--- config.mk ---
export PLATFORM = sky130hd
export DESIGN_NAME = psb_queue
export DESIGN_NICKNAME = d
export VERILOG_FILES = /design/src/rtl/psb_pkg.sv /design/src/rtl/psb_queue.sv
export SDC_FILE = /design/constraint.sdc
export NUM_CORES = 1
export LEC_CHECK = 0
export ABC_AREA = 1
export BUFFER_PORTS_ARGS = -buffer_cell sky130_fd_sc_hd__buf_2
export CAP_MARGIN = 20
export CORE_MARGIN = 3
export CORE_UTILIZATION = 52
export DETAILED_ROUTE_END_ITERATION = 12
export PLACE_DENSITY = 0.83
export SETUP_SLACK_MARGIN = 0.02
export SKIP_LAST_GASP = 1
export SLEW_MARGIN = 20
export SYNTH_ARGS = -nofsm -noshare
export SYNTH_HDL_FRONTEND = slang
export SYNTH_SLANG_ARGS = --single-unit
export TNS_END_PERCENT = 100
--- constraint.sdc ---
create_clock -name clk -period 2.4 [get_ports clk]
set_input_delay 0.48 -clock clk [delete_from_list [all_inputs] [get_ports clk]]
set_output_delay 0.48 -clock clk [all_outputs]
set_load 0.01 [all_outputs]
--- src/rtl/psb_pkg.sv ---
// Shared types, constants and helper functions of the post column sprite blitter.
package psb_pkg;

  localparam int MAX_WIDTH    = 1024;
  localparam int MAX_HEIGHT   = 1024;
  localparam int PALETTE_SIZE = 256;

  localparam int DIM_W       = 11;
  localparam int COORD_W     = 12;
  localparam int ADDR_W      = 20;
  localparam int COLOR_W     = 32;
  localparam int BYTE_W      = 8;
  localparam int COLUMN_W    = 10;
  localparam int PAL_ADDR_W  = $clog2(PALETTE_SIZE);
  localparam int ALPHA_SHIFT = 24;
  localparam int QUEUE_DEPTH = 4;
  localparam int QPTR_W      = $clog2(QUEUE_DEPTH);
  localparam int QCNT_W      = $clog2(QUEUE_DEPTH + 1);

  localparam int PADDR_W = 5;
  localparam int PDATA_W = 32;

  localparam logic [BYTE_W-1:0] END_MARK = 8'hff;

  typedef enum logic [1:0] {
    CMD_LOAD   = 2'd0,
    CMD_COLUMN = 2'd1,
    CMD_BYTE   = 2'd2,
    CMD_NONE   = 2'd3
  } command_t;

  typedef enum logic [2:0] {
    REG_TARGET_X      = 3'd0,
    REG_TARGET_Y      = 3'd1,
    REG_BUFFER_WIDTH  = 3'd2,
    REG_BUFFER_HEIGHT = 3'd3,
    REG_ALPHA_VALUE   = 3'd4
  } reg_index_t;

  typedef enum logic [2:0] {
    PH_TOP,
    PH_LEN,
    PH_PAD,
    PH_PIX,
    PH_TAIL,
    PH_DONE
  } phase_t;

  typedef struct packed {
    logic [DIM_W-1:0]  target_x;
    logic [DIM_W-1:0]  target_y;
    logic [DIM_W-1:0]  buffer_width;
    logic [DIM_W-1:0]  buffer_height;
    logic [BYTE_W-1:0] alpha_value;
  } cfg_t;

  // One queue entry: either a palette load or a visible pixel job.
  typedef struct packed {
    logic                  is_load;
    logic [PAL_ADDR_W-1:0] index;
    logic [COLOR_W-1:0]    color;
    logic [DIM_W-1:0]      row;
    logic [DIM_W-1:0]      x;
  } job_t;

  function automatic logic [DIM_W-1:0] eff_width(input logic [DIM_W-1:0] v);
    logic [DIM_W-1:0] r;
    r = (32'(v) > MAX_WIDTH) ? DIM_W'(MAX_WIDTH) : v;
    return r;
  endfunction

  function automatic logic [DIM_W-1:0] eff_height(input logic [DIM_W-1:0] v);
    logic [DIM_W-1:0] r;
    r = (32'(v) > MAX_HEIGHT) ? DIM_W'(MAX_HEIGHT) : v;
    return r;
  endfunction

endpackage

--- src/rtl/psb_queue.sv ---
// Short job queue between the parser and the pixel back end.
module psb_queue
  import psb_pkg::*;
(
  input  logic clk,
  input  logic rst,
  input  logic push,
  input  job_t push_job,
  input  logic pop,
  output job_t head,
  output logic not_empty,
  output logic full
);

  job_t              slots [QUEUE_DEPTH];
  logic [QPTR_W-1:0] wr_ptr, rd_ptr;
  logic [QCNT_W-1:0] count;

  assign head      = slots[rd_ptr];
  assign not_empty = (count != '0);
  assign full      = (count == QCNT_W'(QUEUE_DEPTH));

  always_ff @(posedge clk) begin
    if (push) begin
      slots[wr_ptr] <= push_job;
    end
  end

  always_ff @(posedge clk) begin
    if (rst) begin
      wr_ptr <= '0;
      rd_ptr <= '0;
      count  <= '0;
    end else begin
      if (push) wr_ptr <= wr_ptr + QPTR_W'(1);
      if (pop)  rd_ptr <= rd_ptr + QPTR_W'(1);
      if (push && !pop) begin
        count <= count + QCNT_W'(1);
      end else if (pop && !push) begin
        count <= count - QCNT_W'(1);
      end
    end
  end

endmodule

# Yosys cells after proc, flatten, opt, wreduce, memory -nomap -nowiden
# Memories as Yosys holds them, arrays and structs flattened. A register that Yosys moved wholly into a read port is not among the register bits.
# Index checks and enable logic that the tools add are counted.
[totals] out_inout_bits=65 in_bits=67 rom_bits=0 regBits=7 elab_cells=21 ramBits=252 n_memories=1 latch_bits=0
[memory_table] memory="slots" depth=4 width=63 rd=1 rd_clocked_by_memory_dff=1 wr=1 line_no="psb_queue.sv:15" text="job_t slots [QUEUE_DEPTH];"
[classes] magnitude_cmp=0 n_bitwise=0 n_div=0 n_reduce_logical=6 shifts=0 add_sub_neg=4 mux=6 n_mul=0 n_eq_ne=1
[op_table] op="two-way mux 3 bit" n=2
[op_table] op="adder 2 x 1 -> 2 bit (second input constant)" n=2
[op_table] op="two-way mux 2 bit" n=2
[op_table] op="adder 3 x 1 -> 3 bit (second input constant)" n=1
[op_table] op="== test 3 bit (second input constant)" n=1
[op_table] op="nonzero test 3 bit" n=1
[op_table] op="subtractor 3 x 1 -> 3 bit (second input constant)" n=1
[op_table] op="logical AND 1 bit" n=2
[op_table] op="zero test 1 bit" n=2
[op_table] op="two-way mux 1 bit" n=2
[op_table] op="nonzero test 2 bit" n=1

# Depth between registers and ports, before layout
[depth] word_depth=4 ltp_mapped=10 depth_no_buf=10

# Worst setup path before layout
# OpenSTA, ideal clock, no wires.
[synth_path] kind="register -> register" startpoint="register wr_ptr[0]" endpoint="memory slots[2][0] (netlist bit) (enable)" setup_time_ns=0.417 path_buffers=0 synth_period_minus_slack_ns=2.231 stages_incl_launch_ff=5 arrival_ns=1.814 t_required_ns=1.983 setup_slack_ns=0.169 cell_sequence="dfxtp_1 inv_1 ha_1 nand2_1 inv_1"
[synth_lines] element="start: declaration" line_no="psb_queue.sv:16" text="logic [QPTR_W-1:0] wr_ptr, rd_ptr;"
[synth_lines] element="start signal: assignment" line_no="psb_queue.sv:35" text="if (push) wr_ptr <= wr_ptr + QPTR_W'(1);"
[synth_lines] element="end: declaration" line_no="psb_queue.sv:15"
# No word-level cell before the write port.

==> metrics.md <==
| Metric | Value |
|---|---|
| CTS buffer count | `25` |
| Syn Area/Cell | `approximately 15 sq um` |
| Detailed Place HPWL | `approximately 12000 um` |
| Gr usage total | `0.182` |
| # diodes | `0` |
| Fin. max-slew vios | `0` |
| Min-Delay Endpoint | `count[0]` |
| Pwr Density | `841 mW/mm^2` |
| Sequential-to-total area share from yosys stat | `0.772` |
| Initial antenna violation count | `0` |
| Drt total wl | `around 20000 um` |
| CTS tree | `done` |
| Worst Hold Depth | `2` |
| Worst setup SP type | `flop` |
| Slew @ Worst Pin | `slightly above 500 ps` |
| Root Buffer | `clkbuf_16` |
| I/O Buffers | `131` |
| Peak VDD IR | `between 0.5 and 0.6 mV` |
| Starting Density | `0.533` |
| HP Start | `rst` |
| Vias in the first global route | `about 6000` |
| Status | `finished, final reports clean` |
| H-tree lvl count | `1` |
| Slew margin rel. | `0.664` |
| Unrepaired setup endpoints after global routing | `yes` |
| Overall power | `9940 uW` |
| Total placed cells including tap cells | `a little over 1000` |
| Sw Share | `0.221` |
| Leak | `~0.0042 uW` |
| Area grow syn2layout | `17.8%` |
| Synth Register Bits | `between 200 and 300` |
| Hold/Removal Path Class | `in2reg` |
| Worst setup path class | `reg2out` |
| Routability cong. | `about 0.73` |
| Synth warnings | `0` |
| Internal | `7740 uW` |
| Hold-fix buffers, CTS | `0` |
| Clock share of power | `0.372` |
| Die footprint | `0.0210 sq mm` |
| Worst Setup Slack, final | `approximately 77 ps` |
| DP Area | `around 0.011 sq mm` |
| Endpoints failing hold | `0` |
| Clk_lat worst skew | `about 500 ps` |
| Largest net degree at the start of global routing | `just under 80` |
| Bufs on Longest Clock Path | `3` |
| Synth Instances | `between 600 and 700` |
| CTS sink count | `approximately 260` |
| Layout Cell Area excl Fill | `0.0118 sq mm` |
| Vias per std cell | `roughly 5.4` |
| Syn_nets | `around 740` |
| Cell area after synthesis | `0.0100 sq mm` |
| Crit path time final | `roughly 2300 ps` |
| Via count | `a little under 6000` |
| Antenna-violating nets left | `0` |
| R2R setup slack | `roughly 710 ps` |
| Comb pwr share | `0.099` |
| Final Non-Filler Cells | `approximately 1100` |
| Fillcell total | `about 1400` |
| Core area | `0.0188 sq mm` |
| F_max | `between 400 and 500 MHz` |
| Synth area leaders | `edfxtp_1, o21ai_0, nor2_1` |
| R2R cell count | `5` |
| Drt first pass iters | `4` |
| Total congestion overflow | `0` |
| Required @ worst endpoint | `~1900 ps` |
| Part of the power in registers | `0.530` |
| Pre-CTS WS | `a little under 500 ps` |
| Final Setup Violations | `0` |
| Psw | `between 2000 and 2500 uW` |
| FF-to-FF End | `slots[0][7]` |
| Boundary Pins | `roughly 130` |
| Critical Path End Type | `output pin` |
| # rows | `50` |
| Die Y | `approximately 140 um` |
| Max-cap viol count | `0` |
| Layout cell share with drive strength beyond 1 | `0.310` |
| CTS clock-pin slew for the worst setup and hold paths | `60 ps` |
| Final Net Count | `878` |
| Wire per inst | `18.3 um` |
| Largest area contributor in the synthesized netlist | `edfxtp_1` |
| Distinct cells, synth | `25` |
| Initial DRC count | `just under 400` |
| Final Cycle Share | `0.968` |
| First-pass GRT wire length | `around 30000 um` |
| CP arrival | `about 1800 ps` |
| Post-route DRC violation count | `0` |
| Setup repair bufs after CTS | `0` |
| R2r startpoint | `wr_ptr[0]` |
| Skew final | `around 6.1 ps` |
| Share of the synthesized area in the top cell type | `0.754` |
| CP max FO | `between 60 and 70` |
| Die W | `about 140 um` |
-- Yosys cell counts, drive strengths merged --
library cell / number
edfxtp: 252
nor2: 133
o21ai: 131
o22ai: 63
buf: 22
clkbuf: 18
inv: 16
nand2: 10
dfxtp: 9
ha: 5
a21oi: 3
clkinv: 1
fa: 1
nand3: 1
nand4: 1
nor3: 1
xor2: 1
-- power groups by stage --
| stage | sequential (uW) | clock (uW) | combinational [uW] |
|---|---|---|---|
| detailed placement | 5350 | 0 | 971 |
| global placement | 5350 | 0 | 949 |
| CTS | 5260 | 3770 | 977 |
| floorplan | 5350 | 0 | 578 |
| finish | 5260 | 3690 | 982 |
| global route | 5270 | 3970 | 1090 |
-- what timing repair did --
action	CTS	global route
gates resized for setup	2	10
gates cloned	0	1
setup endpoints to repair	16	33
hold endpoints to repair	0	0
-- registers in the layout (all words and copies together), names as in the netlist, named ones only --
| name | count |
|---|---|
| wr_ptr | 2 |
| rd_ptr | 2 |
| count | 3 |
| slots | 252 |
-- placed cells by master, fill, tap and decap left out, types with 2 or more instances in the layout --
| master | instances |
|---|---|
| clkinv_2 | 12 |
| clkinv_1 | 4 |
| buf_12 | 3 |
| nand2_1 | 10 |
| o21ai_1 | 14 |
| nor2_2 | 30 |
| clkbuf_8 | 2 |
| clkbuf_1 | 4 |
| bufinv_16 | 2 |
| buf_4 | 10 |
| nor2_1 | 103 |
| buf_6 | 4 |
| ha_1 | 5 |
| edfxtp_1 | 252 |
| o21ai_0 | 117 |
| buf_2 | 131 |
| dfxtp_1 | 7 |
| o22ai_1 | 33 |
| o22ai_2 | 30 |
| inv_1 | 11 |
| a21oi_1 | 3 |
| clkbuf_16 | 26 |
-- worst max-delay path by stage --
stage | slack (ps) | cells after the start | to
global route | -20 | 5 | head[26]
global placement | 550 | 5 | head[39]
CTS | 20 | 5 | head[41]
detailed placement | 490 | 5 | head[41]
finish | 80 | 5 | head[26]
floorplan | 170 | 4 | slots[2][0]
-- per-stage QoR --
step	TNS [ps]	utilization	hold slack, ps
after detailed placement	0	0.582	426
after CTS	0	0.624	131
after floorplan	0	-	412
after global placement	0	0.582	418
after global routing	-27.8	0.627	139
final	0	0.627	150
-- per-layer routing --
layer | part of all wire | global-route usage | wire length, um
met2 | 0.51 | 0.313 | 10100
met5 | 0 | 0 | 0
met4 | 0.015 | 0.0540 | 299
met1 | 0.41 | 0.237 | 8080
met3 | 0.067 | 0.0338 | 1320
-- critical path: stages (launching register included) --
cell	delay, ps
dfxtp_4	470
inv_16	120
buf_4	220
o21ai_0	220
o22ai_2	100
buf_2	150
-- cells by family after synthesis --
logic type,count (synthesis),share of synthesized area
and+or+nand+nor,146,0.0626
xor gates and xnor gates,1,0.000873
buffers and inverters,57,0.0312
adders and majority gates,6,0.00823
DFF,261,0.772
AOI/OAI and AO/OA,197,0.125
-- layout make-up --
class | count | area [sq um] | area share
well taps | 260 | 325 | 0.0275
repair buffers | 150 | 888 | 0.0752
clock inverters | 14 | 115 | 0.00974
clock buffers | 31 | 668 | 0.0566
inverters | 17 | 92.6 | 0.00784
flip-flops and latches | 261 | 7750 | 0.656
multi-input cells | 350 | 1970 | 0.167
Power figures use the tool's default switching activity.
