File: config.mk
export PLATFORM = sky130hd
export DESIGN_NAME = psb_regs
export DESIGN_NICKNAME = d
export VERILOG_FILES = /design/src/rtl/psb_pkg.sv /design/src/rtl/psb_regs.sv
export SDC_FILE = /design/constraint.sdc
export NUM_CORES = 1
export LEC_CHECK = 0
export ABC_AREA = 1
export BUFFER_PORTS_ARGS = -buffer_cell sky130_fd_sc_hd__buf_2
export CORE_ASPECT_RATIO = 2
export CORE_UTILIZATION = 51
export CTS_CLUSTER_SIZE = 30
export DETAILED_ROUTE_END_ITERATION = 8
export PLACE_DENSITY = 0.85
export SYNTH_ARGS = -nofsm -noshare
export SYNTH_HDL_FRONTEND = slang
export SYNTH_SLANG_ARGS = --single-unit
export TNS_END_PERCENT = 1
File: constraint.sdc
create_clock -name clk -period 1.9 [get_ports clk]
set_input_delay 0.19 -clock clk [delete_from_list [all_inputs] [get_ports clk]]
set_output_delay 0.19 -clock clk [all_outputs]
set_load 0.02 [all_outputs]
File: src/rtl/psb_pkg.sv
// Shared types, constants and helper functions of the post column sprite blitter.
package psb_pkg;

  localparam int MAX_WIDTH    = 1024;
  localparam int MAX_HEIGHT   = 1024;
  localparam int PALETTE_SIZE = 256;

  localparam int DIM_W       = 11;
  localparam int COORD_W     = 12;
  localparam int ADDR_W      = 20;
  localparam int COLOR_W     = 32;
  localparam int BYTE_W      = 8;
  localparam int COLUMN_W    = 10;
  localparam int PAL_ADDR_W  = $clog2(PALETTE_SIZE);
  localparam int ALPHA_SHIFT = 24;
  localparam int QUEUE_DEPTH = 4;
  localparam int QPTR_W      = $clog2(QUEUE_DEPTH);
  localparam int QCNT_W      = $clog2(QUEUE_DEPTH + 1);

  localparam int PADDR_W = 5;
  localparam int PDATA_W = 32;

  localparam logic [BYTE_W-1:0] END_MARK = 8'hff;

  typedef enum logic [1:0] {
    CMD_LOAD   = 2'd0,
    CMD_COLUMN = 2'd1,
    CMD_BYTE   = 2'd2,
    CMD_NONE   = 2'd3
  } command_t;

  typedef enum logic [2:0] {
    REG_TARGET_X      = 3'd0,
    REG_TARGET_Y      = 3'd1,
    REG_BUFFER_WIDTH  = 3'd2,
    REG_BUFFER_HEIGHT = 3'd3,
    REG_ALPHA_VALUE   = 3'd4
  } reg_index_t;

  typedef enum logic [2:0] {
    PH_TOP,
    PH_LEN,
    PH_PAD,
    PH_PIX,
    PH_TAIL,
    PH_DONE
  } phase_t;

  typedef struct packed {
    logic [DIM_W-1:0]  target_x;
    logic [DIM_W-1:0]  target_y;
    logic [DIM_W-1:0]  buffer_width;
    logic [DIM_W-1:0]  buffer_height;
    logic [BYTE_W-1:0] alpha_value;
  } cfg_t;

  // One queue entry: either a palette load or a visible pixel job.
  typedef struct packed {
    logic                  is_load;
    logic [PAL_ADDR_W-1:0] index;
    logic [COLOR_W-1:0]    color;
    logic [DIM_W-1:0]      row;
    logic [DIM_W-1:0]      x;
  } job_t;

  function automatic logic [DIM_W-1:0] eff_width(input logic [DIM_W-1:0] v);
    logic [DIM_W-1:0] r;
    r = (32'(v) > MAX_WIDTH) ? DIM_W'(MAX_WIDTH) : v;
    return r;
  endfunction

  function automatic logic [DIM_W-1:0] eff_height(input logic [DIM_W-1:0] v);
    logic [DIM_W-1:0] r;
    r = (32'(v) > MAX_HEIGHT) ? DIM_W'(MAX_HEIGHT) : v;
    return r;
  endfunction

endpackage

File: src/rtl/psb_regs.sv
// Configuration register file behind the APB-style port.
module psb_regs
  import psb_pkg::*;
(
  input  logic               clk,
  input  logic               rst,
  input  logic               psel,
  input  logic               penable,
  input  logic               pwrite,
  input  logic [PADDR_W-1:0] paddr,
  input  logic [PDATA_W-1:0] pwdata,
  output logic [PDATA_W-1:0] prdata,
  output logic               pready,
  output cfg_t               cfg
);

  logic       wr_en;
  reg_index_t reg_sel;

  assign pready  = 1'b1;
  assign wr_en   = psel && penable && pwrite;
  assign reg_sel = reg_index_t'(paddr[PADDR_W-1:2]);

  always_ff @(posedge clk) begin
    if (rst) begin
      cfg.target_x      <= '0;
      cfg.target_y      <= '0;
      cfg.buffer_width  <= DIM_W'(512);
      cfg.buffer_height <= DIM_W'(200);
      cfg.alpha_value   <= 8'hff;
    end else if (wr_en) begin
      unique case (reg_sel)
        REG_TARGET_X:      cfg.target_x      <= pwdata[DIM_W-1:0];
        REG_TARGET_Y:      cfg.target_y      <= pwdata[DIM_W-1:0];
        REG_BUFFER_WIDTH:  cfg.buffer_width  <= pwdata[DIM_W-1:0];
        REG_BUFFER_HEIGHT: cfg.buffer_height <= pwdata[DIM_W-1:0];
        REG_ALPHA_VALUE:   cfg.alpha_value   <= pwdata[BYTE_W-1:0];
        default: ;
      endcase
    end
  end

  always_comb begin
    unique case (reg_sel)
      REG_TARGET_X:      prdata = PDATA_W'(cfg.target_x);
      REG_TARGET_Y:      prdata = PDATA_W'(cfg.target_y);
      REG_BUFFER_WIDTH:  prdata = PDATA_W'(cfg.buffer_width);
      REG_BUFFER_HEIGHT: prdata = PDATA_W'(cfg.buffer_height);
      REG_ALPHA_VALUE:   prdata = PDATA_W'(cfg.alpha_value);
      default:           prdata = '0;
    endcase
  end

endmodule

### Word level (Yosys, flattened, before mapping)

Cells that the tools add are included.

| storage, ports and cells | value |
|---|---|
| bits in registers | 52 |
| input port bits | 42 |
| output and inout port bits | 85 |
| word-level logic and storage cells | 18 |

| operators by class | value |
|---|---|
| equality and inequality tests | 4 |
| muxes and demuxes | 1 |
| reductions and logical operators | 8 |

Operators with widths:

| kind | count |
|---|---|
| $pmux W11 S5 | 1 |
| $reduce_and A2 Y1 | 5 |
| $eq A3 B2 Y1 const B | 2 |
| $eq A3 B1 Y1 const B | 1 |
| $eq A3 B3 Y1 const B | 1 |
| $logic_not A3 Y1 | 1 |
| $logic_and A1 B1 Y1 | 2 |

### Depth between registers and ports, before layout

Gate-level depths: netlist of the first run.

| logic depth | value |
|---|---|
| depth in word-level cells | 3 |
| depth in mapped cells | 7 |
| depth with buffers taken out | 7 |

### Worst setup path after synthesis of the first run

Ideal clock, no wire load.

| path | value |
|---|---|
| path type | input to output |
| from | in paddr[3] |
| to | out prdata[1] |
| data arrival time | 0.926 ns |
| data required time | 1.710 ns |
| setup slack | 0.784 ns |
| stages on the path | 6 |
| path buffers | 1 |
| path through | nor2_1 -> buf_2 -> nand3_1 -> nand2_1 -> nor2_1 -> nand2_1 |

| on the way | value |
|---|---|
| longest elaborated chain between the ends | 2 |
| elaborated cells between the ends (all ways) | 6 |
| those cells by class | eq/ne: 4; mux: 1; reduce/logical: 1 |

Ends and longest elaborated chain:

| element | RTL line | text |
|---|---|---|
| start, declared | psb_regs.sv:10 | `input logic [PADDR_W-1:0] paddr,` |
| $eq A3 B3 Y1 (tied with other cells) | psb_regs.sv:44 | `unique case (reg_sel)` |
| $pmux W11 S5 (*) | psb_regs.sv:44 |  |
| end, declared | psb_regs.sv:12 | `output logic [PDATA_W-1:0] prdata,` |

Every way passes the cells marked *; elsewhere a longest branch is shown, timed or not.

### Worst setup path after layout of the first run

| path | value |
|---|---|
| from | in paddr[4] |
| to | out prdata[8] |

The elaborated chain is that of the path after synthesis.

==> results of run 1 <==
## worst paths after layout
kind              from   endpoint
max           paddr[4]  prdata[8]
min          pwdata[5]     cfg[5]
max reg2reg    cfg[29]    cfg[29]
min reg2reg     cfg[0]     cfg[0]
## per-layer routing
layer | vias to the layer above | track usage, %
met2 | 131 | 47.3
met4 | 0 | 21.2
met5 | - | 0
li1 | 1457 | -
met3 | 30 | 4.43
met1 | 1282 | 28.6
## per-stage QoR
step	instance area (um2)	setup WS, ps
after floorplan	2860	784
after global placement	3120	348
after detailed placement	3120	291
after CTS	3210	316
after global routing	3210	195
final	3210	316
## power by group through the flow
| stage | Sequential [mW] | Clock [mW] | Combinational [mW] |
|---|---|---|---|
| floorplan | 1.16 | 0 | 0.232 |
| detailed placement | 1.14 | 0 | 0.299 |
| global route | 1.12 | 0.685 | 0.335 |
| global placement | 1.14 | 0 | 0.295 |
| CTS | 1.11 | 0.651 | 0.300 |
| finish | 1.11 | 0.641 | 0.302 |
## cell usage in the layout (no fill, tap or decap)
cell type | Yosys | routed
o21ai_0 | 1 | 1
inv_2 | 6 | 6
buf_4 | 27 | 11
conb_1 | 2 | 22
clkbuf_1 | 6 | 2
nor2_2 | 5 | 5
nand2_1 | 123 | 123
nand3_1 | 55 | 55
clkinv_1 | 1 | 1
nand4_1 | 11 | 11
inv_1 | 28 | 28
dfxtp_1 | 52 | 52
nand3_2 | 4 | 4
a21oi_1 | 3 | 3
nor2_1 | 98 | 98
nand2_2 | 3 | 3
clkbuf_8 | 0 | 6
buf_2 | 6 | 81
nor2_4 | 2 | 2
## cell families (layout without fill, tap and decap cells)
family	Yosys count	in the layout
buffers and inverters	78	135
and+or+nand+nor	301	301
AOI/OAI and AO/OA	4	4
DFF	52	52
other	2	22
## final cells by class
class | count | share of cell area, %
Multi-Input combinational cell | 327 | 43.2
Tap cell | 58 | 2.26
Clock buffer | 8 | 2.80
Inverter | 35 | 4.09
Timing Repair Buffer | 92 | 15.2
Sequential cell | 52 | 32.4
## cells in the mapped netlist, drive strengths merged
cell | instances | area share [%]
a21oi | 3 | 0.54
buf | 37 | 10
clkbuf | 6 | 0.81
clkinv | 1 | 0.13
conb | 2 | 0.27
dfxtp | 52 | 37
inv | 34 | 4.6
nand2 | 126 | 17
nand3 | 59 | 11
nand4 | 11 | 2.5
nor2 | 105 | 15
o21ai | 1 | 0.18
## worst min-delay path, delay by kind of cell
| family | cells | cell delay, ps |
|---|---|---|
| buffers and inverters | 1 | 90 |
| and+or+nand+nor | 2 | 110 |
==> impl_results.md, run 1 <==
- CP max-delay cell: nor2_4
- Post_cts resized: 0
- Combinational share of power: 14.7%
- First-pass GRT wire length: about 12000 um
- Reg power frac: a little over half
- Post-DP HPWL: 5610 um
- Leakage: ~1.7 nW
- Synth Area in Compound Gates: less than 1%
- Flop2flop setup slack: approximately 1300 ps
- Worst Tran Pin Value: 525 ps
- Vias per inst: 5.07
- Synthesized-area fraction occupied by adder cells: 0%
- Setup violators final: 0
- Max Cap Violations: 0
- Mux cell area share after synthesis: 0%
- Worst hold path type: primary input to flop
- Largest fanout on the critical path: 15
- CP Launch Type: primary input
- Nets: around 560
- Ant diodes: 0
- Synth unique cells: 19
- Final WL: 7370 um
- Die footprint: 5780 um2
- Layout Skew: 0 ps
- Max Clk Rate: about 630 MHz
- CP max stage delay: between 300 and 400 ps
- Clock sinks: 52
- I/O Buffers: 81
- Largest net degree at the start of global routing: 53
- Switching share of total power: ~28%
- I/O Pins: 127
- Filler cells: 494
- Mapped Cells: 437
- Largest family of logic cells by synthesized area: simple AND/OR/NAND/NOR gates
- Met3 wire len: 382 um
- Internal: 1.48 mW
- Register area: between 1000 and 1500 um2
- Max reg flops: 52
- Biggest regs: cfg (52)
- Horiz. Die Dim: 54.3 um
- Register area share after synthesis: 37.4%
- Headroom to the max-slew limit: 65.0%
- Period utilization: 83.3%
- Initial antenna violation count: 0
- Most flops, register: cfg
- GPL Wtd Cong: around 0.87
- Clk buf depth: 2
- Hold buffer count at cts: 0
- Met1 WL: approximately 2500 um
- Outcome: finished, final reports clean
- Area occupied by multi-input gates: 1390 um2
- Clk network pwr share: between 30% and 40%
- Clock-pin slew of the registers on the worst-case setup and hold paths: around 80 ps
- GR Util All Layers: 28.0%
- Yosys reg bits: 52
- Clock Latency Late Sink: 300 ps
- Hold Vio Cnt, Final: 0
- Synth Area in Simple Gates: 46.2%
- Clock root buffer master: clkbuf_8
- Vias in the first global route: between 2k and 3k
- Worst path cell trace: buf_2, inv_2, nand2_1, nor2_4, nand2_1, nand2_1, inv_1, nand2_1, buf_2
- Starting density of the core: 53.7%
- Crit path DAT: 1390 ps
- Remaining DRCs: 0
- Synth warn: 0
- CTS tree: yes
- Iteration-0 DRC count of the detailed router: 78
- Die height: 107 um
- Final min period: 1580 ps
- Layout cells sized above 1: between 20% and 30%
- Remaining Overflow, GRT: 0
- Hold path depth: 3
- Pwr per Cell Area: roughly 640 nW/um2
- Req. time, crit path: 1710 ps
- DR vias: 2900
- Synth Area in XOR/XNOR: 0%
- DR WL met2: 3990 um
- Synth Cell Area: ~2800 um2
- Mean Syn Cell Area: 6.38 um2
- Crit Path Class: primary input to output pin
- Layout area overhead: 15.3%
- DRT Pass-1 Iters: 4
- Critical Path Most Common Cell: nand2_1
- Sw Pwr: 577 uW
- RSZ-0062 raised after global routing: false
- Hold slack: 114 ps
- Max H-tree Level: 2
- CP Capture Type: output pin
- Fin cells: around 570
- Num CTS Buffers: 5
- Pwr Total: 2.06 mW
- WP buf/inv: 4
- Critical path depth: 9
- Max Slew Vio Count: 0
- Final core occ: 61.9%
- Highest metal used: met4
- Number of buffers added for setup after CTS: 0
- Routed len/inst: about 13 um
- Top delay family on crit path: simple AND/OR/NAND/NOR gates
- DP Cell Count: 564
- Core box area: 5180 um2
- Setup TNS: 0 ps
- Final ANT Viol Nets: 0
- Row count: 37
- Peak VDD IR: 0.000553 V
- FF-to-FF path depth: 2
Note: power is estimated with default switching activity, not from simulation.
==> inputs of run 2 (changes only) <==
Settings changed: CORE_UTILIZATION 51 to 47, PLACE_DENSITY 0.85 to 0.79.
Clock period 1.9 ns to 1.5 ns, I/O delays scaled along.
==> run 2 against run 1 <==
Net effect: utilization shrank 2.7 points; total power grew 52%; die area grew 8.3%; clock power grew 100%; largest cell class unchanged.
==> impl_results.md, run 2 (same netlist as run 1, synthesis figures left out) <==
- Outcome: finished, final reports clean
- Iteration-0 DRC count of the detailed router: 73
- Clock Latency Late Sink: 300 ps
- Post-DP HPWL: between 5000 and 6000 um
- Area occupied by multi-input gates: around 1400 um2
- Ant diodes: 0
- Horiz. Die Dim: 56.4 um
- Largest fanout on the critical path: 15
- Layout Skew: 0 ps
- Launch point of the worst reg-to-reg path: cfg[28]
- Initial antenna violation count: 0
- First-pass GRT wire length: 12600 um
- Die footprint: 6260 um2
- Most flops, register: cfg
- Clock root buffer master: clkbuf_16
- Core box area: 5710 um2
- Setup violators final: 0
- DRT Pass-1 Iters: 4
- Max Clk Rate: roughly 720 MHz
- Commonest non-fill, non-tap cell in the layout: nand2_1
- Period utilization: 92.4%
- Leakage: 1.78 nW
- Layout cells sized above 1: about a quarter
- Hold Vio Cnt, Final: 0
- Final ANT Viol Nets: 0
- Register area: 1040 um2
- Die height: around 110 um
- Place WS: between 70 and 80 ps
- Crit path DAT: 1240 ps
- Number of buffers added for setup after CTS: 0
- Worst Tran Pin Value: slightly above 500 ps
- GPL Wtd Cong: 0.878
- Setup TNS: 0 ps
- Vias per inst: 4.96
- Clk buf depth: 2
- Final setup margin: 113 ps
- GR Util All Layers: 26.0%
- DR vias: roughly 2.9k
- Hold path depth: 3
- Peak VDD IR: 0.000950 V
- Clock-pin slew of the registers on the worst-case setup and hold paths: 70 ps
- Row count: 39
- Max H-tree Level: 2
- Starting density of the core: 48.8%
- Filler cells: 588
- Crit path from: paddr[3]
- I/O Buffers: 81
- I/O Pins: 127
- Headroom to the max-slew limit: 65.4%
- Max Slew Vio Count: 0
- RSZ-0062 raised after global routing: false
- Routed len/inst: 13.2 um
- Largest net degree at the start of global routing: 53
- Most frequent cells in the layout: 123 x nand2_1, 98 x nor2_1, 81 x buf_2
- Hold wc startpoint: pwdata[2]
- CTS tree: yes
- Crit Path Class: primary input to output pin
- Remaining DRCs: 0
- Max Cap Violations: 0
- R2r endpoint: cfg[28]
- Pwr per Cell Area: ~920 nW/um2
- Biggest regs: cfg (52)
- Worst hold path type: primary input to flop
- CP Capture Type: output pin
- Num CTS Buffers: 5
- Vias in the first global route: 2699
- Remaining Overflow, GRT: 0
- Flop2flop setup slack: 890 ps
- Max reg flops: 52
- Layout area overhead: 21.3%
- Req. time, crit path: 1350 ps
- Clock sinks: between 50 and 60
- Final WL: approximately 7700 um
- Final min period: around 1400 ps
- WHS Endpoint: cfg[2]
- Nets: 561
- CP Launch Type: primary input
- FF-to-FF path depth: 2
==> run 2: changes by cell type in the layout (fill, tap and decap cells not counted), moves of 2 or more <==
cell / delta
buf_12: +3
buf_4: +3
clkbuf_1: -2
clkbuf_16: +5
clkbuf_8: -6
==> run 2: worst max-delay path: stages <==
cell,delay [ps]
buf_2,190
buf_4,190
nor2_4,300
nand2_1,90
nand2_1,80
inv_1,30
nand2_1,50
buf_2,160
==> run 2: per-stage QoR <==
stage                     util (%)  power, mW  cells  instance area (um2)  hold slack, ps
after detailed placement      56.2       1.85    573                 3210             384
after floorplan                  -       1.76    457                 2860             276
after global routing          59.2       3.25    581                 3380            90.5
after global placement        56.2       1.84    573                 3210             376
final                         59.2       3.12    581                 3380            78.4
after CTS                     59.1       3.14    581                 3380            76.7
==> run 2: power by group <==
part / switching (mW) / leakage [nW] / internal [mW]
sequential: 0.0147 / 0.420 / 1.40
clock: 0.522 / 0.0798 / 0.784
combinational: 0.289 / 1.28 / 0.116
==> run 2: final cells by class <==
type	instances	area share, %
multi-input cells	327	41.2
repair buffers	98	16.9
flip-flops and latches	52	30.8
well taps	61	2.26
clock buffers	5	3.70
inverters	35	3.89
clock inverters	3	1.26
==> run 2: worst max path at each step <==
stage / endpoint / slack (ps)
global placement: cfg[28] / 140
finish: prdata[0] / 110
floorplan: prdata[1] / 460
global route: prdata[0] / 20
CTS: prdata[8] / 130
detailed placement: cfg[21] / 70
==> run 2: timing repair <==
action                                  in CTS  in global routing
hold buffers                                 0                  0
endpoints found under the setup margin       0                  1
hold endpoints to repair                     0                  0
gates resized for setup                      0                  1
==> run 2: layer usage <==
metal | track usage, % | wire, um | vias to the layer above
met3 | 5.25 | 371 | 32
li1 | - | - | 1470
met1 | 24.5 | 2680 | 1269
met2 | 47.1 | 4100 | 111
met4 | 19.2 | 512 | 0
met5 | 0 | 0 | -
