<file path="config.mk">
export PLATFORM = sky130hd
export DESIGN_NAME = psb_front
export DESIGN_NICKNAME = d
export VERILOG_FILES = /design/src/rtl/psb_pkg.sv /design/src/rtl/psb_front.sv
export SDC_FILE = /design/constraint.sdc
export NUM_CORES = 1
export LEC_CHECK = 0
export BUFFER_PORTS_ARGS = -buffer_cell sky130_fd_sc_hd__buf_4
export CAP_MARGIN = 25
export CORE_MARGIN = 2
export CORE_UTILIZATION = 40
export DETAILED_ROUTE_END_ITERATION = 8
export PLACE_DENSITY = 0.76
export SLEW_MARGIN = 15
export SYNTH_ARGS = -nofsm -noshare
export SYNTH_HDL_FRONTEND = slang
export SYNTH_SLANG_ARGS = --single-unit
</file>
<file path="constraint.sdc">
create_clock -name clk -period 3.9 [get_ports clk]
set_input_delay 0.39 -clock clk [delete_from_list [all_inputs] [get_ports clk]]
set_output_delay 0.39 -clock clk [all_outputs]
set_load 0.01 [all_outputs]
</file>
<file path="src/rtl/psb_pkg.sv">
// Shared types, constants and helper functions of the post column sprite blitter.
package psb_pkg;

  localparam int MAX_WIDTH    = 1024;
  localparam int MAX_HEIGHT   = 1024;
  localparam int PALETTE_SIZE = 256;

  localparam int DIM_W       = 11;
  localparam int COORD_W     = 12;
  localparam int ADDR_W      = 20;
  localparam int COLOR_W     = 32;
  localparam int BYTE_W      = 8;
  localparam int COLUMN_W    = 10;
  localparam int PAL_ADDR_W  = $clog2(PALETTE_SIZE);
  localparam int ALPHA_SHIFT = 24;
  localparam int QUEUE_DEPTH = 4;
  localparam int QPTR_W      = $clog2(QUEUE_DEPTH);
  localparam int QCNT_W      = $clog2(QUEUE_DEPTH + 1);

  localparam int PADDR_W = 5;
  localparam int PDATA_W = 32;

  localparam logic [BYTE_W-1:0] END_MARK = 8'hff;

  typedef enum logic [1:0] {
    CMD_LOAD   = 2'd0,
    CMD_COLUMN = 2'd1,
    CMD_BYTE   = 2'd2,
    CMD_NONE   = 2'd3
  } command_t;

  typedef enum logic [2:0] {
    REG_TARGET_X      = 3'd0,
    REG_TARGET_Y      = 3'd1,
    REG_BUFFER_WIDTH  = 3'd2,
    REG_BUFFER_HEIGHT = 3'd3,
    REG_ALPHA_VALUE   = 3'd4
  } reg_index_t;

  typedef enum logic [2:0] {
    PH_TOP,
    PH_LEN,
    PH_PAD,
    PH_PIX,
    PH_TAIL,
    PH_DONE
  } phase_t;

  typedef struct packed {
    logic [DIM_W-1:0]  target_x;
    logic [DIM_W-1:0]  target_y;
    logic [DIM_W-1:0]  buffer_width;
    logic [DIM_W-1:0]  buffer_height;
    logic [BYTE_W-1:0] alpha_value;
  } cfg_t;

  // One queue entry: either a palette load or a visible pixel job.
  typedef struct packed {
    logic                  is_load;
    logic [PAL_ADDR_W-1:0] index;
    logic [COLOR_W-1:0]    color;
    logic [DIM_W-1:0]      row;
    logic [DIM_W-1:0]      x;
  } job_t;

  function automatic logic [DIM_W-1:0] eff_width(input logic [DIM_W-1:0] v);
    logic [DIM_W-1:0] r;
    r = (32'(v) > MAX_WIDTH) ? DIM_W'(MAX_WIDTH) : v;
    return r;
  endfunction

  function automatic logic [DIM_W-1:0] eff_height(input logic [DIM_W-1:0] v);
    logic [DIM_W-1:0] r;
    r = (32'(v) > MAX_HEIGHT) ? DIM_W'(MAX_HEIGHT) : v;
    return r;
  endfunction

endpackage

</file>
<file path="src/rtl/psb_front.sv">
// Front end: accepts beats, parses the post stream and emits load and pixel jobs.
module psb_front
  import psb_pkg::*;
(
  input  logic                clk,
  input  logic                rst,
  input  cfg_t                cfg,
  input  logic                item_valid,
  output logic                item_stall,
  input  logic [1:0]          command,
  input  logic [BYTE_W-1:0]   palette_index,
  input  logic [COLOR_W-1:0]  palette_color,
  input  logic [COLUMN_W-1:0] column_index,
  input  logic [BYTE_W-1:0]   patch_byte,
  input  logic                q_full,
  output logic                push,
  output job_t                push_job
);

  phase_t              phase, phase_next;
  logic [BYTE_W-1:0]   post_top;
  logic [BYTE_W-1:0]   post_remaining;
  logic [BYTE_W-1:0]   post_row;
  logic [COLUMN_W-1:0] current_column;
  logic                column_visible;

  logic                accept;
  command_t            cmd;
  logic [DIM_W-1:0]    effw, effh;
  logic [COORD_W-1:0]  colx_cur, colx_new, row_sum;
  logic                x_in_cur, x_in_new, pixel_vis;

  assign item_stall = q_full;
  assign accept     = item_valid && !item_stall;
  assign cmd        = command_t'(command);
  assign effw       = eff_width(cfg.buffer_width);
  assign effh       = eff_height(cfg.buffer_height);

  // Signed column position and row, sign extended to one extra bit.
  assign colx_cur = {cfg.target_x[DIM_W-1], cfg.target_x} + COORD_W'(current_column);
  assign colx_new = {cfg.target_x[DIM_W-1], cfg.target_x} + COORD_W'(column_index);
  assign row_sum  = {cfg.target_y[DIM_W-1], cfg.target_y} + COORD_W'(post_top)
                    + COORD_W'(post_row);

  assign x_in_cur  = !colx_cur[COORD_W-1] && (colx_cur[DIM_W-1:0] < effw);
  assign x_in_new  = !colx_new[COORD_W-1] && (colx_new[DIM_W-1:0] < effw);
  assign pixel_vis = column_visible && x_in_cur && !row_sum[COORD_W-1]
                     && (row_sum[DIM_W-1:0] < effh);

  // Next parse phase.
  always_comb begin
    phase_next = phase;
    if (accept) begin
      unique case (cmd)
        CMD_COLUMN: phase_next = PH_TOP;
        CMD_BYTE: begin
          unique case (phase)
            PH_TOP:  phase_next = (patch_byte == END_MARK) ? PH_DONE : PH_LEN;
            PH_LEN:  phase_next = PH_PAD;
            PH_PAD:  phase_next = (post_remaining == '0) ? PH_TAIL : PH_PIX;
            PH_PIX:  phase_next = (post_remaining == BYTE_W'(1)) ? PH_TAIL : PH_PIX;
            PH_TAIL: phase_next = PH_TOP;
            PH_DONE: phase_next = PH_DONE;
            default: phase_next = PH_TOP;
          endcase
        end
        default: phase_next = phase;
      endcase
    end
  end

  // Job output toward the queue.
  always_comb begin
    push             = 1'b0;
    push_job.is_load = (cmd == CMD_LOAD);
    push_job.index   = (cmd == CMD_LOAD) ? palette_index : patch_byte;
    push_job.color   = palette_color;
    push_job.row     = row_sum[DIM_W-1:0];
    push_job.x       = colx_cur[DIM_W-1:0];
    if (accept) begin
      unique case (cmd)
        CMD_LOAD: push = 1'b1;
        CMD_BYTE: push = (phase == PH_PIX) && pixel_vis;
        default:  push = 1'b0;
      endcase
    end
  end

  always_ff @(posedge clk) begin
    if (rst) begin
      phase          <= PH_TOP;
      post_top       <= '0;
      post_remaining <= '0;
      post_row       <= '0;
      current_column <= '0;
      column_visible <= 1'b0;
    end else begin
      phase <= phase_next;
      if (accept && cmd == CMD_COLUMN) begin
        current_column <= column_index;
        post_top       <= '0;
        post_remaining <= '0;
        post_row       <= '0;
        column_visible <= x_in_new;
      end else if (accept && cmd == CMD_BYTE) begin
        if (phase == PH_TOP && patch_byte != END_MARK) begin
          post_top <= patch_byte;
          post_row <= '0;
        end
        if (phase == PH_LEN) begin
          post_remaining <= patch_byte;
        end
        if (phase == PH_PIX) begin
          post_row       <= post_row + BYTE_W'(1);
          post_remaining <= post_remaining - BYTE_W'(1);
        end
      end
    end
  end

endmodule

</file>
After elaboration in Yosys (flattened, before gate mapping) --
Cells that the tools add are included.
Word-level totals: flip-flop bits (word level) 38, output and inout port bits 65
Cells by class: $add $sub $neg 6, order comparisons 5, equality and inequality tests 9, muxes and demuxes 14, reduce and logical (&&, ||, !) cells 25
Operators with widths (number):
- $mux 8 | 5
- $lt 11x11->1 | 3
- $add 11x11->12 | 2
- $gt 11x11->1 const B | 2
- $mux 11 | 2
- $pmux 3 s5 | 1
- $add 11x9->12 | 1
- $add 12x8->12 | 1
- $logic_and 1x1->1 | 10
- $mux 3 | 3
- $add 8x1->8 const B | 1
- $eq 8x1->1 const B | 1
- $eq 8x8->1 const B | 1
- $logic_not 8->1 | 1
- $ne 8x8->1 const B | 1
- $reduce_and 2->1 | 4
- $sub 8x1->8 const B | 1
- $eq 3x2->1 const B | 2
- $pmux 3 s2 | 1
- $reduce_bool 2->1 | 3
- $logic_not 1->1 | 4
- $eq 3x1->1 const B | 1
- $eq 3x3->1 const B | 1
- $logic_not 3->1 | 1
- 6 further kinds | 6

Longest topological paths before layout --
Gate-level depths: netlist of run 1.
word-level depth 10, gate-level depth with buffers 18

Worst setup path before layout of run 1 --
Ideal clock, no wire load.
path kind in2out, from input cfg[31] (netlist name), to output push, arrival 3.703 ns, setup slack -0.193 ns, cell stages on the path 18, buffers on the path 0, path through inv_1 fa_1 inv_1 ha_1 inv_1 fa_1 nor2b_1 o31a_1 o31ai_1 nand2b_1 a21oi_1 xnor2_1 ha_1 a21oi_1 o21ai_0 a2111oi_0 o2111ai_1 o21ai_1
RTL lines:
- start, declared | line psb_front.sv:7 | input cfg_t cfg,
- end, declared | line psb_front.sv:16 | output logic push,

Worst setup path in the final report of run 1 --
from register post_top[1], to output push
On the way: word-level cells in the longest chain between the ends 8
Ends and longest elaborated chain:
- start, declared | line psb_front.sv:21 | logic [BYTE_W-1:0] post_top;
- start signal, assigned | line psb_front.sv:107 | post_top <= patch_byte;
- $add 11x9->12 (*) | line psb_front.sv:42 | assign row_sum = {cfg.target_y[DIM_W-1], cfg.target_y} + COORD_W'(post_top)
- $add 12x8->12 (*) | line psb_front.sv:43 | + COORD_W'(post_row);
- branches (longest 2 deep; another with $lt 11x11->1)
- $logic_and 1x1->1 (*) | line psb_front.sv:48 | && (row_sum[DIM_W-1:0] < effh);
- $logic_and 1x1->1 (*) | line psb_front.sv:83 | CMD_BYTE: push = (phase == PH_PIX) && pixel_vis;
- $pmux 1 s2 (*) | line psb_front.sv:81 | unique case (cmd)
- $mux 1 (*) | line psb_front.sv:80 | if (accept) begin
Mark *: on every way between the ends.

==> results.md, run 1 <==
* GR Util All Layers at 0.195
* Post-Route WL at ~11,000 µm
* Clk buf depth at 2
* Reg2Reg Setup Slack at about 2.0 ns
* Area growth, synth to finish at 26.7%
* Starting Density at 0.411
* Antenna diodes at 0
* Cell Rows at 37
* Critical Path AT at between 3 and 4 ns
* Crit-path max cell delay at roughly 0.5 ns
* Fin worst setup slack at -0.481 ns
* DR vias at approximately 4.1k
* Hold buffer count at CTS at 0
* Final global-route overflow total at 0
* Share of cells above drive strength 1 at 0.293
* Maxcap violations at 0
* Hold path depth at 3
* Synthesized area at approximately 0.0042 mm²
* Clock Skew at about 0.0062 ns
* Die H at 107 µm
* Pleak at ~2.5 nW
* Maximum vdd drop at ~0.16 mV
* Number of port buffers at between 100 and 150
* Asr flop ratio synth at 0
* Wire per inst at approximately 15 µm
* Max-slew headroom at 0.561
* Library cells used by synthesis at 56
* Worst hold start: patch_byte[4]
* Post-detail-place hpwl at 9360 µm
* Crit Path Max Fanout at 3
* ANT nets after route at 0
* First-pass GRT wire length at 18,300 µm
* Vias in the first global route at around 4k
* RSZ-0062 raised after global routing: true
* Initial antenna violation count at 0
* Primary FF master, synth: dfxtp_1
* Setup WS pre-CTS at -0.406 ns
* HP Class: input port to flip-flop
* IO Pins at 181
* RR Startpoint: phase[1]$_SDFFE_PP0P_
* DRT iter0 DRCs at 220
* Final setup violating endpoints at 1
* Data required, critical path at 3.51 ns
* Buf/Inv on CP at 4
* Vias per cell at 5.35
* Worst hold slack at approximately 0.37 ns
* CP cell instances: inv_2 -> fa_1 -> inv_1 -> ha_2 -> inv_2 -> fa_2 -> nor2b_2 -> o31a_1 -> o31ai_2 -> nand2b_1 -> a21oi_2 -> xnor2_2 -> ha_4 -> a21oi_2 -> o21ai_2 -> a2111oi_2 -> o2111ai_1 -> o21ai_1 -> buf_4
* Post-Syn Area per Cell at ~8 µm²
* FF+latch count, synth at 38
* Worst-margin pin slew at approximately 0.65 ns
* CTS tree: yes
* Chip Width at roughly 110 µm
* Critical Path Sink Type: output pin
* Num CTS Buffers at 5
* Highest-count cells in the layout ignoring fill and taps: buf_4, ha_1, nand2_1
* Clock transition at path regs at around 0.080 ns
* Critical-path top delay cell: fa_1
* Delay-heaviest family, CP: compound AO/OA/AOI/OAI gates
* Post-CTS Setup Bufs at 0
* Pre-Repair DR Iteration Count at 4
* Clock sinks at 38
* Nature of the critical path startpoint: flip-flop
* Final layout net count at roughly 830
* Max frequency at ~0.23 GHz
* DRC Markers at 0
* Clk_lat worst skew at 0.29 ns
* Yosys warnings at 0
* Cells after Synth at around 530
* PwrDens at roughly 230 mW/mm²
* Post-synthesis sequential area ratio at 0.179
* Reg2Reg Depth at 6
* Status: finished with violations
* Final period util at 1.12
* Critical path class: flip-flop to output pin
* GPL Wtd Cong at a little over 0.9
* Worst min-delay path endpoint: post_top[4]$_SDFFE_PP0P_
* Htree depth at 2
* Final min period at 4.38 ns
* Syn_nets at 724
* Violated checks: negative setup slack
* R2R Path End: post_row[5]$_SDFFE_PP0P_
* Root buf cell: clkbuf_8
* Commonest non-fill, non-tap cell in the layout: buf_4
* Core area at 0.0103 mm²
* Hold Fails Final Rpt at 0
* EDFF count, synth at 0
* Largest net degree at the start of global routing at 17
* Max Transition Viols Final at 0
* Die area at between 0.01 and 0.015 mm²
==> worst max path at each step <==
stage | start | to | slack [ns] | cells after the start
3_3_place_gp | cfg[31] | push | -0.28 | 20
2_1_floorplan | cfg[31] | push | -0.07 | 18
5_1_grt | post_top[1]$_SDFFE_PP0P_ | push | -0.71 | 19
3_5_place_dp | cfg[31] | push | -0.41 | 20
4_1_cts | post_top[1]$_SDFFE_PP0P_ | push | -0.52 | 19
6_report | post_top[1]$_SDFFE_PP0P_ | push | -0.48 | 19
==> logic make-up after synthesis <==
kind of cell    after synthesis  synth area share
buf+inv                      69            0.0908
compound gates              134             0.199
flops                        38             0.179
fa+ha+maj                    75             0.240
xor+xnor                     25            0.0516
simple gates                174             0.194
mux                          18            0.0454
==> through the flow <==
stage	power (mW)	area, µm²	instances	util	TNS [ns]
after global routing	1.32	5380	771	0.521	-0.711
after global placement	0.820	5180	763	0.501	-0.280
after detailed placement	0.836	5180	763	0.501	-0.503
after CTS	1.24	5320	771	0.515	-0.517
after floorplan	0.682	4260	533	-	-0.0703
final	1.24	5380	771	0.521	-0.481
==> registers in the layout, indices dropped and copies added, names as in the netlist <==
name            count
current_column     10
post_remaining      8
post_row            8
post_top            8
phase               3
column_visible      1
==> synthesized netlist by cell type, drive strengths merged (2+ instances only) <==
master   instances  area (µm²)
fa              11         220
a211oi           6        45.0
nor2            52         198
dfxtp           38         761
o21a            11        82.6
mux2            10         113
clkbuf           9        33.8
o2111ai          3        26.3
a21boi           3        22.5
inv             24        90.1
a41oi            2        17.5
or3              2        12.5
nand2           62         243
o22ai            5        31.3
nand3           10        50.1
nor3b            3        22.5
xor2             7        61.3
o31ai            6        45.0
o21bai           2        15.0
o211ai           5        51.3
and3             5        31.3
xnor2           18         158
or2              2        12.5
ha              64         801
nand4            5        46.3
mux2i            8        80.1
a21oi           49         245
and2             5        31.3
a31oi            3        18.8
a2111oi          4        42.5
buf             35         258
o21ai           29         145
nor2b           12        75.1
nor3            10        50.1
nand2b           2        12.5
==> worst min-delay path, stage by stage <==
cell     delay [ns]
buf_4          0.10
mux2i_1        0.06
nor2_1         0.07
==> per-layer routing <==
layer | track usage | part of all wire | vias to the layer above
met2 | 0.351 | 0.50 | 128
met1 | 0.235 | 0.42 | 1898
met5 | 0 | 0 | -
met3 | 0.0280 | 0.059 | 32
met4 | 0.0705 | 0.019 | 0
li1 | - | - | 2069
==> cell type report <==
class                      count  area, µm²
sequential                    38        763
multi-input combinational    426       3180
fill                         936       4950
clock inverter                 3       68.8
clock buffer                   5       68.8
inverter                      25       93.8
timing repair buffer         138       1040
tap                          136        170
==> where the power goes <==
| part | switching [mW] | internal (mW) |
|---|---|---|
| combinational | 0.223 | 0.224 |
| sequential | 0.00376 | 0.392 |
| clock | 0.146 | 0.256 |
==> timing repair <==
action / in CTS / in global routing
setup endpoints to repair: 1 / 2
gates resized for setup: 1 / 18
pin swaps: 1 / 7
Power figures use the tool's default switching activity.
==> run 2: changes to the inputs <==
- SETUP_SLACK_MARGIN: not set -> 0.1
==> results.md, run 2 (synthesis results as in run 1) <==
* Register Area at 763 µm² (unchanged)
* Initial antenna violation count at 0 (unchanged)
* Final period util at 1.12 (about the same)
* Max-slew headroom at 0.569 (was 0.561)
* Post-Route WL at 11,400 µm (about the same)
* Busiest grt layer: met2 (unchanged)
* IO Pins at 181 (unchanged)
* Delay-heaviest family, CP: compound AO/OA/AOI/OAI gates (unchanged)
* Footprint of the multi-input gates at 0.00319 mm² (was 0.00318 mm²)
* Max frequency at 0.229 GHz (was 0.228 GHz)
* First-pass GRT wire length at 18,300 µm (unchanged)
* GR Util All Layers at 0.195 (unchanged)
* Hold Fails Final Rpt at 0 (unchanged)
* Worst-margin pin slew at 0.638 ns (was 0.650 ns)
* Maximum vdd drop at 0.157 mV (was 0.156 mV)
* Critical-path top delay cell: fa_1 (unchanged)
* DRT iter0 DRCs at 282 (was 220)
* Chip Width at 107 µm (unchanged)
* DR vias at 4,108 (was 4,127)
* Nature of the critical path startpoint: flip-flop (unchanged)
* Critical Path AT at 3.98 ns (was 3.99 ns)
* Critical Path Sink Type: output pin (unchanged)
* Data required, critical path at 3.51 ns (about the same)
* Wire per inst at 14.8 µm (about the same)
* Setup WS pre-CTS at -0.406 ns (unchanged)
* Antenna diodes at 0 (unchanged)
* M1 GR Usage at 0.235 (unchanged)
* Core area at 0.0103 mm² (unchanged)
* Placed insts at 763 (unchanged)
* Starting Density at 0.411 (unchanged)
* Fill cells at 932 (was 936)
* Largest register by flop count: current_column (unchanged)
* Clk buf depth at 2 (unchanged)
* CTS tree: yes (unchanged)
* Area growth, synth to finish at 27.0% (was 26.7%)
* Violated checks: negative setup slack (unchanged)
* Final setup violating endpoints at 1 (unchanged)
* Final min period at 4.37 ns (was 4.38 ns)
* RSZ-0062 raised after global routing: true (unchanged)
* Commonest non-fill, non-tap cell in the layout: buf_4 (unchanged)
* Crit Path Max Fanout at 3 (unchanged)
* Largest net degree at the start of global routing at 17 (unchanged)
* Total power at 1.25 mW (was 1.24 mW)
* Fin worst setup slack at -0.474 ns (was -0.481 ns)
* Crit-path max cell delay at 0.49 ns (about the same)
* Highest-count cells in the layout ignoring fill and taps: buf_4, ha_1, nand2_1 (unchanged)
* Pleak at 2.46 nW (about the same)
* Root buf cell: clkbuf_8 (unchanged)
* Buf/Inv on CP at 4 (unchanged)
* Setup TNS at -0.474 ns (was -0.481 ns)
* Clock transition at path regs at 0.08 ns (about the same)
* Critical path class: flip-flop to output pin (unchanged)
* Clk_lat worst skew at 0.29 ns (about the same)
* PwrDens at 232 mW/mm² (was 231 mW/mm²)
* Worst hold slack at 0.364 ns (was 0.366 ns)
* Final global-route overflow total at 0 (unchanged)
* Die H at 107 µm (unchanged)
* Htree depth at 2 (unchanged)
* Post-CTS Setup Bufs at 0 (unchanged)
* Number of port buffers at 108 (unchanged)
* Final std cells w/o fill at 771 (unchanged)
* Clock share of power at 0.323 (about the same)
* Num CTS Buffers at 5 (unchanged)
* Die area at 0.0115 mm² (unchanged)
* Post-detail-place hpwl at 9360 µm (unchanged)
* ANT nets after route at 0 (unchanged)
* Register share of total power at 0.317 (was 0.318)
* DRC Markers at 0 (unchanged)
* P_sw at 0.375 mW (was 0.373 mW)
* Max FFs per register at 10 (unchanged)
* Vias in the first global route at 4,072 (unchanged)
* Pre-Repair DR Iteration Count at 4 (unchanged)
* Cell Rows at 37 (unchanged)
* GPL Wtd Cong at 0.907 (unchanged)
* Grt met2 use at 0.351 (unchanged)
* HP Class: input port to flip-flop (unchanged)
* Status: finished with violations (unchanged)
* Switching Share at 0.300 (was 0.299)
* Clock Skew at 0.00632 ns (was 0.00622 ns)
* Comb power frac at 0.360 (was 0.359)
* Final layout net count at 825 (unchanged)
* Pint at 0.873 mW (was 0.872 mW)
* Maxcap violations at 0 (unchanged)
* Vias per cell at 5.33 (was 5.35)
* Share of cells above drive strength 1 at 0.293 (unchanged)
* Clock sinks at 38 (unchanged)
* M3 GR Usage at 0.0280 (unchanged)
* CP cell instances: inv_2 -> fa_1 -> inv_1 -> ha_2 -> inv_2 -> fa_2 -> nor2b_2 -> o31a_1 -> o31ai_2 -> nand2b_1 -> a21oi_2 -> xnor2_2 -> ha_4 -> a21oi_2 -> o21ai_2 -> a2111oi_2 -> o2111ai_1 -> o21ai_1 -> buf_4 (unchanged)
* Max Transition Viols Final at 0 (unchanged)
## run 2: cell counts in the layout (fill, tap and decap cells not counted)
No cell type changed its count.
## run 2: what timing repair did
item                       CTS  global route
resized for setup            1            19
pin swaps                    1             7
setup endpoints to repair    1             2
hold endpoints to repair     0             0
hold buffers                 0             0
## run 2: power by group through the flow
stage / clock network, mW / registers, mW / logic, mW
CTS: 0.414 / 0.396 / 0.434
global placement: 0 / 0.405 / 0.415
finish: 0.403 / 0.396 / 0.449
floorplan: 0 / 0.404 / 0.279
global route: 0.429 / 0.397 / 0.501
detailed placement: 0 / 0.405 / 0.431
## run 2: per-layer routing
| metal | part of all wire | wire (µm) | vias up |
|---|---|---|---|
| met5 | 0 | 0 | - |
| met4 | 0.025 | 280 | 0 |
| met3 | 0.053 | 609 | 42 |
| met2 | 0.50 | 5690 | 128 |
| met1 | 0.42 | 4830 | 1873 |
| li1 | - | - | 2065 |
## run 2: stage by stage
stage | cell area, µm² | util
finish | 5390 | 0.522
global route | 5390 | 0.522
CTS | 5320 | 0.515
detailed placement | 5180 | 0.501
global placement | 5180 | 0.501
floorplan | 4260 | -
## run 2: tightest hold or removal path: stages
cell and delay (ns):
buf_4 0.12, nand2_1 0.05, a21oi_1 0.05
## run 2: final timing paths
check / cells past startpoint / slack (ns) / from / endpoint
min reg2reg: 2 / 0.47 / current_column[3]$_SDFFE_PP0P_ / current_column[3]$_SDFFE_PP0P_
max: 19 / -0.47 / post_top[1]$_SDFFE_PP0P_ / push
max reg2reg: 6 / 1.99 / phase[1]$_SDFFE_PP0P_ / post_row[5]$_SDFFE_PP0P_
min: 3 / 0.36 / column_index[0] / current_column[0]$_SDFFE_PP0P_
## run 2: layout make-up
class | count | share of cell area
multi-input combinational | 426 | 0.592
timing repair buffer | 138 | 0.192
sequential | 38 | 0.142
tap | 136 | 0.0316
inverter | 25 | 0.0174
clock buffer | 5 | 0.0128
clock inverter | 3 | 0.0128
